## config.mk

```make
export PLATFORM = sky130hd
export DESIGN_NAME = priority_round_robin_scheduler
export DESIGN_NICKNAME = d
export VERILOG_FILES = /design/src/design/prrs_pkg.sv /design/src/design/priority_round_robin_scheduler.sv
export SDC_FILE = /design/constraint.sdc
export NUM_CORES = 2
export LEC_CHECK = 0
export ABC_AREA = 1
export ABC_CLOCK_PERIOD_IN_PS = 4040
export BUFFER_PORTS_ARGS = -buffer_cell sky130_fd_sc_hd__buf_2
export CAP_MARGIN = 20
export CORE_MARGIN = 8
export CORE_UTILIZATION = 43
export CTS_CLUSTER_DIAMETER = 80
export CTS_CLUSTER_SIZE = 28
export DETAILED_ROUTE_END_ITERATION = 10
export PLACE_DENSITY = 0.69
export SLEW_MARGIN = 10
export SYNTH_ARGS = -nofsm -noshare
export SYNTH_HDL_FRONTEND = slang
export SYNTH_SLANG_ARGS = --single-unit
```

## constraint.sdc

```tcl
create_clock -name clk -period 4.04 [get_ports clk]
set_input_delay 0.606 -clock clk [delete_from_list [all_inputs] [get_ports clk]]
set_output_delay 0.606 -clock clk [all_outputs]
set_load 0.01 [all_outputs]
```

## src/design/prrs_pkg.sv

```systemverilog
// package for the priority round-robin scheduler
// sizes, request and status codes; no dependencies
package prrs_pkg;
  localparam int NUM_THREADS = 64;
  localparam int NUM_LEVELS  = 16;
  localparam int TW = $clog2(NUM_THREADS);
  localparam int LW = $clog2(NUM_LEVELS);

  typedef logic [TW-1:0] thr_t;
  typedef logic [LW-1:0] lvl_t;

  typedef enum logic [1:0] {
    REQ_PUSH  = 2'd0,
    REQ_PULL  = 2'd1,
    REQ_SCHED = 2'd2,
    REQ_NONE  = 2'd3
  } req_t;

  typedef enum logic [1:0] {
    ST_OK         = 2'd0,
    ST_NOT_THREAD = 2'd1,
    ST_QUEUED     = 2'd2,
    ST_NOT_QUEUED = 2'd3
  } status_t;
endpackage

```

## src/design/priority_round_robin_scheduler.sv

```systemverilog
// priority round-robin scheduler, link tables in synchronous memories
// depends on prrs_pkg
//
// Usage: requests come in on in_valid/in_ready with req_type, thread_id,
// priority_req and is_thread_object. Each request gives exactly one result
// on out_valid/out_ready: status, current_thread (0 while idle) and idle.
// A request is taken only when the sequencer is idle; it runs as a short
// read-modify-write sequence over the link and ring memories, with one read
// and one write port per table and registered read data. States in order:
//   error, unused code, schedule while idle, push to an empty ring:
//   dispatch, done; schedule: dispatch, sched, done; push to a ring:
//   dispatch, push_l1, push_l2, done; pull: dispatch, pull_rd, pull_ex,
//   pull_hd when a new ring head must be fetched, done; then back to idle.
// The result sits in an output register; if the receiver stalls, the next
// request can run but its result waits until the register is free.
// Reset (rst, synchronous) clears all queued bits, the occupied mask and
// the running thread, and sets idle; link memories need no clearing.
module priority_round_robin_scheduler (
  input  logic             clk,
  input  logic             rst,
  input  logic             in_valid,
  output logic             in_ready,
  input  logic [1:0]       req_type,
  input  prrs_pkg::thr_t   thread_id,
  input  prrs_pkg::lvl_t   priority_req,
  input  logic             is_thread_object,
  output logic             out_valid,
  input  logic             out_ready,
  output logic [1:0]       status,
  output prrs_pkg::thr_t   current_thread,
  output logic             idle
);
  import prrs_pkg::*;

  typedef enum logic [8:0] {
    S_IDLE     = 9'b000000001,
    S_DISPATCH = 9'b000000010,
    S_SCHED    = 9'b000000100,
    S_PUSH_L1  = 9'b000001000,
    S_PUSH_L2  = 9'b000010000,
    S_PULL_RD  = 9'b000100000,
    S_PULL_EX  = 9'b001000000,
    S_PULL_HD  = 9'b010000000,
    S_DONE     = 9'b100000000
  } state_t;

  state_t state, state_next;

  // memories
  thr_t next_mem [NUM_THREADS];
  thr_t prev_mem [NUM_THREADS];
  lvl_t lvl_mem  [NUM_THREADS];
  thr_t head_mem [NUM_LEVELS];
  thr_t tail_mem [NUM_LEVELS];

  thr_t next_rd, prev_rd, head_rd, tail_rd;
  lvl_t lvl_rd;
  thr_t next_ra, next_wa, next_wd, prev_wa, prev_wd;
  logic next_we, prev_we, lvl_we, head_we, tail_we;
  lvl_t ring_ra, ring_wa;
  thr_t head_wd, tail_wd;

  // control registers
  logic [NUM_THREADS-1:0] queued;
  logic [NUM_LEVELS-1:0]  occ;
  thr_t    running_thread;
  lvl_t    running_level;
  logic    idle_flag;

  // request and working registers
  req_t    req_r;
  thr_t    t_r;
  lvl_t    pl_r;
  logic    isth_r;
  status_t st_r;
  thr_t    nx_r, pv_r, h_r, tl_r;
  lvl_t    lv_r;

  logic [NUM_LEVELS-1:0] higher_mask;
  logic [NUM_LEVELS-1:0] occ_cleared;
  logic                  found;
  lvl_t                  found_idx;
  logic                  out_free;

  assign in_ready = (state == S_IDLE);
  assign out_free = !out_valid || out_ready;
  assign higher_mask = (NUM_LEVELS'(1) << pl_r) - NUM_LEVELS'(1);
  assign occ_cleared = occ & ~(NUM_LEVELS'(1) << lv_r);

  always_comb begin
    found = 1'b0;
    found_idx = '0;
    for (int i = NUM_LEVELS - 1; i >= 0; i--) begin
      if (occ_cleared[i]) begin
        found = 1'b1;
        found_idx = LW'(i);
      end
    end
  end

  always_ff @(posedge clk) begin
    if (next_we) next_mem[next_wa] <= next_wd;
    if (prev_we) prev_mem[prev_wa] <= prev_wd;
    if (lvl_we) lvl_mem[t_r] <= pl_r;
    if (head_we) head_mem[ring_wa] <= head_wd;
    if (tail_we) tail_mem[ring_wa] <= tail_wd;
    next_rd <= next_mem[next_ra];
    prev_rd <= prev_mem[t_r];
    lvl_rd  <= lvl_mem[t_r];
    head_rd <= head_mem[ring_ra];
    tail_rd <= tail_mem[ring_ra];
  end

  // memory addressing and writes
  always_comb begin
    next_ra = (req_r == REQ_SCHED) ? running_thread : t_r;
    next_we = 1'b0;
    next_wa = t_r;
    next_wd = t_r;
    prev_we = 1'b0;
    prev_wa = t_r;
    prev_wd = t_r;
    lvl_we  = 1'b0;
    head_we = 1'b0;
    tail_we = 1'b0;
    ring_wa = pl_r;
    head_wd = t_r;
    tail_wd = t_r;
    ring_ra = pl_r;
    case (state)
      S_DISPATCH: begin
        if (req_r == REQ_PUSH && isth_r && !queued[t_r] && !occ[pl_r]) begin
          next_we = 1'b1;
          prev_we = 1'b1;
          lvl_we  = 1'b1;
          head_we = 1'b1;
          tail_we = 1'b1;
        end else if (req_r == REQ_PUSH && isth_r && !queued[t_r]) begin
          lvl_we = 1'b1;
        end
      end
      S_PUSH_L1: begin
        next_we = 1'b1;
        next_wd = head_rd;
        prev_we = 1'b1;
        prev_wd = tail_rd;
        tail_we = 1'b1;
      end
      S_PUSH_L2: begin
        next_we = 1'b1;
        next_wa = tl_r;
        prev_we = 1'b1;
        prev_wa = h_r;
      end
      S_PULL_RD: begin
        ring_ra = lvl_rd;
      end
      S_PULL_EX: begin
        ring_ra = found_idx;
        ring_wa = lv_r;
        if (!(head_rd == t_r && tail_rd == t_r)) begin
          head_we = (head_rd == t_r);
          head_wd = nx_r;
          tail_we = (tail_rd == t_r);
          tail_wd = pv_r;
          next_we = 1'b1;
          next_wa = pv_r;
          next_wd = nx_r;
          prev_we = 1'b1;
          prev_wa = nx_r;
          prev_wd = pv_r;
        end
      end
      default: ;
    endcase
  end

  // sequencer
  always_comb begin
    state_next = state;
    case (state)
      S_IDLE: if (in_valid) state_next = S_DISPATCH;
      S_DISPATCH: begin
        state_next = S_DONE;
        if (req_r == REQ_SCHED && !idle_flag) begin
          state_next = S_SCHED;
        end else if (req_r == REQ_PUSH && isth_r && !queued[t_r] && occ[pl_r]) begin
          state_next = S_PUSH_L1;
        end else if (req_r == REQ_PULL && isth_r && queued[t_r]) begin
          state_next = S_PULL_RD;
        end
      end
      S_SCHED:   state_next = S_DONE;
      S_PUSH_L1: state_next = S_PUSH_L2;
      S_PUSH_L2: state_next = S_DONE;
      S_PULL_RD: state_next = S_PULL_EX;
      S_PULL_EX: begin
        if (head_rd == t_r && tail_rd == t_r && !idle_flag && running_level == lv_r
            && found) begin
          state_next = S_PULL_HD;
        end else begin
          state_next = S_DONE;
        end
      end
      S_PULL_HD: state_next = S_DONE;
      S_DONE:    if (out_free) state_next = S_IDLE;
      default:   state_next = S_IDLE;
    endcase
  end

  always_ff @(posedge clk) begin
    if (rst) begin
      state          <= S_IDLE;
      queued         <= '0;
      occ            <= '0;
      running_thread <= '0;
      running_level  <= '0;
      idle_flag      <= 1'b1;
      out_valid      <= 1'b0;
    end else begin
      state <= state_next;
      if (state == S_DONE && out_free) begin
        out_valid <= 1'b1;
      end else if (out_ready) begin
        out_valid <= 1'b0;
      end
      case (state)
        S_DISPATCH: begin
          if ((req_r == REQ_PUSH || req_r == REQ_PULL) && !isth_r) begin
            st_r <= ST_NOT_THREAD;
          end else if (req_r == REQ_PUSH && queued[t_r]) begin
            st_r <= ST_QUEUED;
          end else if (req_r == REQ_PULL && !queued[t_r]) begin
            st_r <= ST_NOT_QUEUED;
          end else begin
            st_r <= ST_OK;
            if (req_r == REQ_PUSH) begin
              queued[t_r] <= 1'b1;
              if (!occ[pl_r]) begin
                occ[pl_r] <= 1'b1;
                if ((occ & higher_mask) == '0) begin
                  running_thread <= t_r;
                  running_level  <= pl_r;
                  idle_flag      <= 1'b0;
                end
              end
            end
          end
        end
        S_SCHED: running_thread <= next_rd;
        S_PUSH_L1: begin
          h_r  <= head_rd;
          tl_r <= tail_rd;
        end
        S_PULL_RD: begin
          nx_r <= next_rd;
          pv_r <= prev_rd;
          lv_r <= lvl_rd;
        end
        S_PULL_EX: begin
          queued[t_r] <= 1'b0;
          if (head_rd == t_r && tail_rd == t_r) begin
            occ[lv_r] <= 1'b0;
            if (!idle_flag && running_level == lv_r) begin
              if (found) begin
                running_level <= found_idx;
              end else begin
                idle_flag      <= 1'b1;
                running_thread <= '0;
                running_level  <= '0;
              end
            end
          end else if (!idle_flag && running_thread == t_r) begin
            running_thread <= nx_r;
          end
        end
        S_PULL_HD: running_thread <= head_rd;
        default: ;
      endcase
    end
  end

  always_ff @(posedge clk) begin
    if (state == S_IDLE && in_valid) begin
      req_r  <= req_t'(req_type);
      t_r    <= thread_id;
      pl_r   <= priority_req;
      isth_r <= is_thread_object;
    end
    if (state == S_DONE && out_free) begin
      status         <= st_r;
      current_thread <= idle_flag ? '0 : running_thread;
      idle           <= idle_flag;
    end
  end

`ifndef ASSERT_OFF
  a_run_occ: assert property (@(posedge clk) disable iff (rst)
    !idle_flag && state == S_IDLE |-> occ[running_level])
    else $error("running level not occupied");
  a_run_queued: assert property (@(posedge clk) disable iff (rst)
    !idle_flag && state == S_IDLE |-> queued[running_thread])
    else $error("running thread not queued");
  a_idle_empty: assert property (@(posedge clk) disable iff (rst)
    idle_flag && state == S_IDLE |-> occ == '0)
    else $error("idle with occupied ring");
  a_higher_empty: assert property (@(posedge clk) disable iff (rst)
    !idle_flag && state == S_IDLE |->
      (occ & ((NUM_LEVELS'(1) << running_level) - NUM_LEVELS'(1))) == '0)
    else $error("higher ring occupied than running one");
  a_accept_seq: assert property (@(posedge clk) disable iff (rst)
    in_valid && in_ready |=> state == S_DISPATCH)
    else $error("request accepted without dispatch");
`endif
endmodule
```

==> impl_metrics.tcl <==
set metrics [dict create \
    status "completed" \
    globalRouteMet2Util 0.3168 \
    smallest_setup_slack_after_layout_ps 218.3 \
    routed_wirelength_mm 148.7 \
    timing.fmax_ghz 0.2617 \
    worst-r2r-cell-count 18 \
    grt.met1_usage 0.2843 \
    final_cell_count_no_fill 6543 \
    detail_route.first_pass.iterations 8 \
    synth-seq-cells 1397 \
    min_path_type "input port to register" \
    criticalPathCategory "register to register" \
    detailroute.via_count 38140 \
    die-area_sq_um 143800 \
    grt_setup_unrepaired "true" \
    cp-end-kind "register" \
    maxCapViolations 0 \
    synth_simple_gate_area_share 0.1336 \
    start_kind "register" \
    clock_sink_count 1397 \
    design.core.area_sq_um 131300 \
    final_hold_violation_count 0 \
    cts_inserted_buffers 58 \
    static-leakage-power_nw 20.77 \
    ys_warn_count 0 \
    tightest_slew_ps 1036 \
    pwr-share-seq 0.623 \
    post_synth_mux_area_share 0 \
    net-switching-power_mw 6.255 \
    synth_top_flop_cell "edfxtp_1" \
    globalRoute.busiestLayer "met2" \
    setup_viol_count_final 0 \
    synth_enable_flop_cells 1268 \
    globalRouteTotalUtil 0.1993 \
    buffer_ports.inserted 27 \
    fin_tns_setup_ps 0 \
    grt_antenna_before_repair 3 \
    post-layout-total-power_mw 25.69 \
    replace_congestion 0.9767 \
    fraction_of_the_cycle_the_final_worst_path_needs 0.9460 \
    proportion_of_layout_cells_with_a_drive_suffix_above_1 0.1003 \
    hp-start "req_type[0]" \
    crit_start "t_r[0]" \
    grt_remaining_overflow 0 \
    floorplan.rows 133 \
    dp_hpwl_mm 95.54 \
    synth_area_per_cell_sq_um 12.10 \
    mappedNetlistNets 4708 \
    power_density_nw_per_um2 414.2 \
    cts_root_buf "clkbuf_16" \
    placed_cells 6431 \
    post_synth_fa_ha_maj_area_fraction 0.0002205 \
    final_core_util 0.4725 \
    floorplan_die_height_um 379.2 \
    drc 0 \
    synth-compound-area-share 0.1062 \
    post-place-ws_ps -63.11 \
    flow.area_growth_from_synthesis_pct 9.353 \
    ctsLongestPathBuffers 3 \
    initial_standard_cell_utilization_of_the_core 0.4321 \
    postRouteAntennaNets 0 \
    final_critical_path_time_including_i_o_delays_and_setup_ps 3822 \
    worstHoldPathCells 1 \
    tritoncts "built" \
    clk_pin_slew_ps 110 \
    max-slew-margin-rel 0.3094 \
    final_net_count 4755 \
    cts_htree_levels 2 \
    grt_start_max_net_pins 112 \
    postSynthCellCount 4690 \
    critical_path_required_ps 4390 \
    synthDistinctLibCells 53 \
    p_comb_frac 0.093 \
    peakVddDrop_mv 0.3028 \
    vias_per_cell 5.829 \
    floorplan.io_pins 28 \
    use_met3 0.03281 \
    synthXorXnorAreaFrac 0.001235 \
    finClkSkew_ps 69.30 \
    wl_per_cell_um 22.72 \
    synthArstFlopShare 0 \
    wire_length_of_the_first_global_routing_pass_mm 223.5 \
    slew_limit_fails 0 \
    p_int_mw 19.44 \
    die_width_um 379.2 \
    synth.cell_area_sq_um 56730 \
    regToRegStartpoint "t_r[0]" \
    num-fill-cells 11480 \
    first_global_vias 36470 \
    synth_seq_area_share 0.7167 \
    power_switching_share 0.2434 \
    clock_power_share 0.284 \
    clk-insertion-delay-late_ps 740 \
    synth_top_family_by_area "simple AND/OR/NAND/NOR gates" \
    dr.first_iter.drc_count 5410 \
    crit_fanout 9 \
    critPathArrivalTime_ps 4170 \
]
[state kept, by name (all words and copies together) (netlist names), 6 cells and up, named ones only]
signal,flops
head_mem,96
tail_mem,96
tl_r,6
current_thread,6
h_r,6
occ,16
t_r,6
pv_r,6
state,9
prev_rd,6
next_rd,6
running_thread,6
head_rd,6
next_mem,384
nx_r,6
prev_mem,384
lvl_mem,256
tail_rd,6
[worst paths after layout]
path                                        end  slack, ps
worst max-delay path            next_mem[14][4]        220
worst min-delay path                   req_r[0]         70
worst max register to register  next_mem[14][4]        220
worst min register to register          pv_r[1]        420
[power by group through the flow]
stage | Clock (mW) | Sequential, mW | Combinational, mW
after floorplan | 0 | 16.3 | 1.34
after global placement | 0 | 16.3 | 2.32
after CTS | 7.38 | 16.0 | 2.35
final | 7.30 | 16.0 | 2.39
after detailed placement | 0 | 16.3 | 2.34
after global routing | 7.80 | 16.0 | 2.56
[area by class of cell]
type | count | area (sq um) | area share
multi-input combinational | 2692 | 14030 | 0.2262
clock inverter | 12 | 157.7 | 0.002541
sequential | 1397 | 40660 | 0.6554
clock buffer | 98 | 1658 | 0.02672
inverter | 328 | 1249 | 0.02013
timing repair buffer | 260 | 2085 | 0.03360
tap | 1755 | 2196 | 0.03540
antenna | 1 | 2.502 | 0.00004034
[logic make-up (layout without fill, tap and decap cells)]
| kind of cell | Yosys count | after routing |
|---|---|---|
| fa+ha+maj | 1 | 1 |
| other cells | 0 | 1 |
| simple gates | 1762 | 1762 |
| flops | 1397 | 1397 |
| xor+xnor | 8 | 8 |
| buf+inv | 601 | 698 |
| compound gates | 921 | 921 |
[what timing repair did]
action,CTS,global route
endpoints found under the setup margin,60,723
gates resized for setup,3,89
endpoints found under the hold margin,0,0
hold buffers,0,0
pin swaps,0,1
buffers inserted,0,1
[cell usage after synthesis, types with 5 or more instances]
library cell,instances,area share
a31oi_1,12,0.0013
buf_4,10,0.0013
nor2_1,560,0.037
o221ai_1,47,0.0073
a22oi_1,100,0.013
edfxtp_1,1268,0.67
o21ai_0,322,0.028
nor3_1,40,0.0035
nand2_1,675,0.045
a221oi_1,97,0.015
dfxtp_1,129,0.046
o22ai_1,61,0.0067
buf_1,40,0.0026
o211a_1,7,0.0012
nand4_1,98,0.011
inv_2,18,0.0012
a22o_1,69,0.011
buf_2,27,0.0024
o211ai_1,57,0.0075
inv_1,308,0.020
clkbuf_1,188,0.012
a21oi_1,114,0.010
xor2_1,5,0.00077
o21ai_1,13,0.0011
buf_6,8,0.0016
nand3_1,326,0.029
nand3b_1,37,0.0049
[cells in the final DEF (no fill, tap or decap), types with 8 or more instances in the layout]
| cell type | netlist | layout |
|---|---|---|
| o21ai_1 | 13 | 18 |
| nor3_1 | 40 | 35 |
| nor3_2 | 3 | 8 |
| a22o_1 | 69 | 69 |
| nand3_2 | 3 | 10 |
| dfxtp_1 | 129 | 129 |
| nand3_1 | 326 | 318 |
| o211ai_1 | 57 | 57 |
| o22ai_1 | 61 | 61 |
| buf_12 | 0 | 16 |
| nand3b_1 | 37 | 37 |
| buf_2 | 27 | 27 |
| a21oi_1 | 114 | 113 |
| o221ai_1 | 47 | 47 |
| edfxtp_1 | 1268 | 1268 |
| inv_2 | 18 | 14 |
| nor2_1 | 560 | 486 |
| a221oi_1 | 97 | 97 |
| buf_4 | 10 | 217 |
| clkbuf_16 | 0 | 60 |
| clkbuf_1 | 188 | 36 |
| nand2_1 | 675 | 664 |
| nand4_1 | 98 | 98 |
| a22oi_1 | 100 | 100 |
| a31oi_1 | 12 | 12 |
| nor2_2 | 0 | 71 |
| o21ai_0 | 322 | 313 |
| nand2_2 | 4 | 14 |
| inv_1 | 308 | 302 |
[routing by layer]
metal | vias up | share of wire
met1 | 18680 | 0.41
met5 | - | 0.000087
met4 | 2 | 0.027
li1 | 17160 | -
met3 | 255 | 0.096
met2 | 2037 | 0.46
[worst max-delay path, stage by stage, from the launching register on]
cell	delay [ps]
edfxtp_1	470
inv_2	120
nand3_1	140
clkinv_2	220
nand2_1	120
o21ai_0	120
a221oi_1	230
nand3_1	120
nand2_1	70
nand2_1	70
nor2_1	170
nand2_1	180
nor4_4	240
nand2_1	160
nand2_2	120
buf_4	180
nand3_1	80
buf_4	230
nor2_1	380
[through the flow]
step                cell area (sq um)  hold slack [ps]
floorplan                       56730            385.5
global placement                59970            388.7
detailed placement              59970            398.2
CTS                             61800            30.10
global route                    62040            34.79
finish                          62040            66.40
No activity file was read; power rests on OpenSTA's default activity.
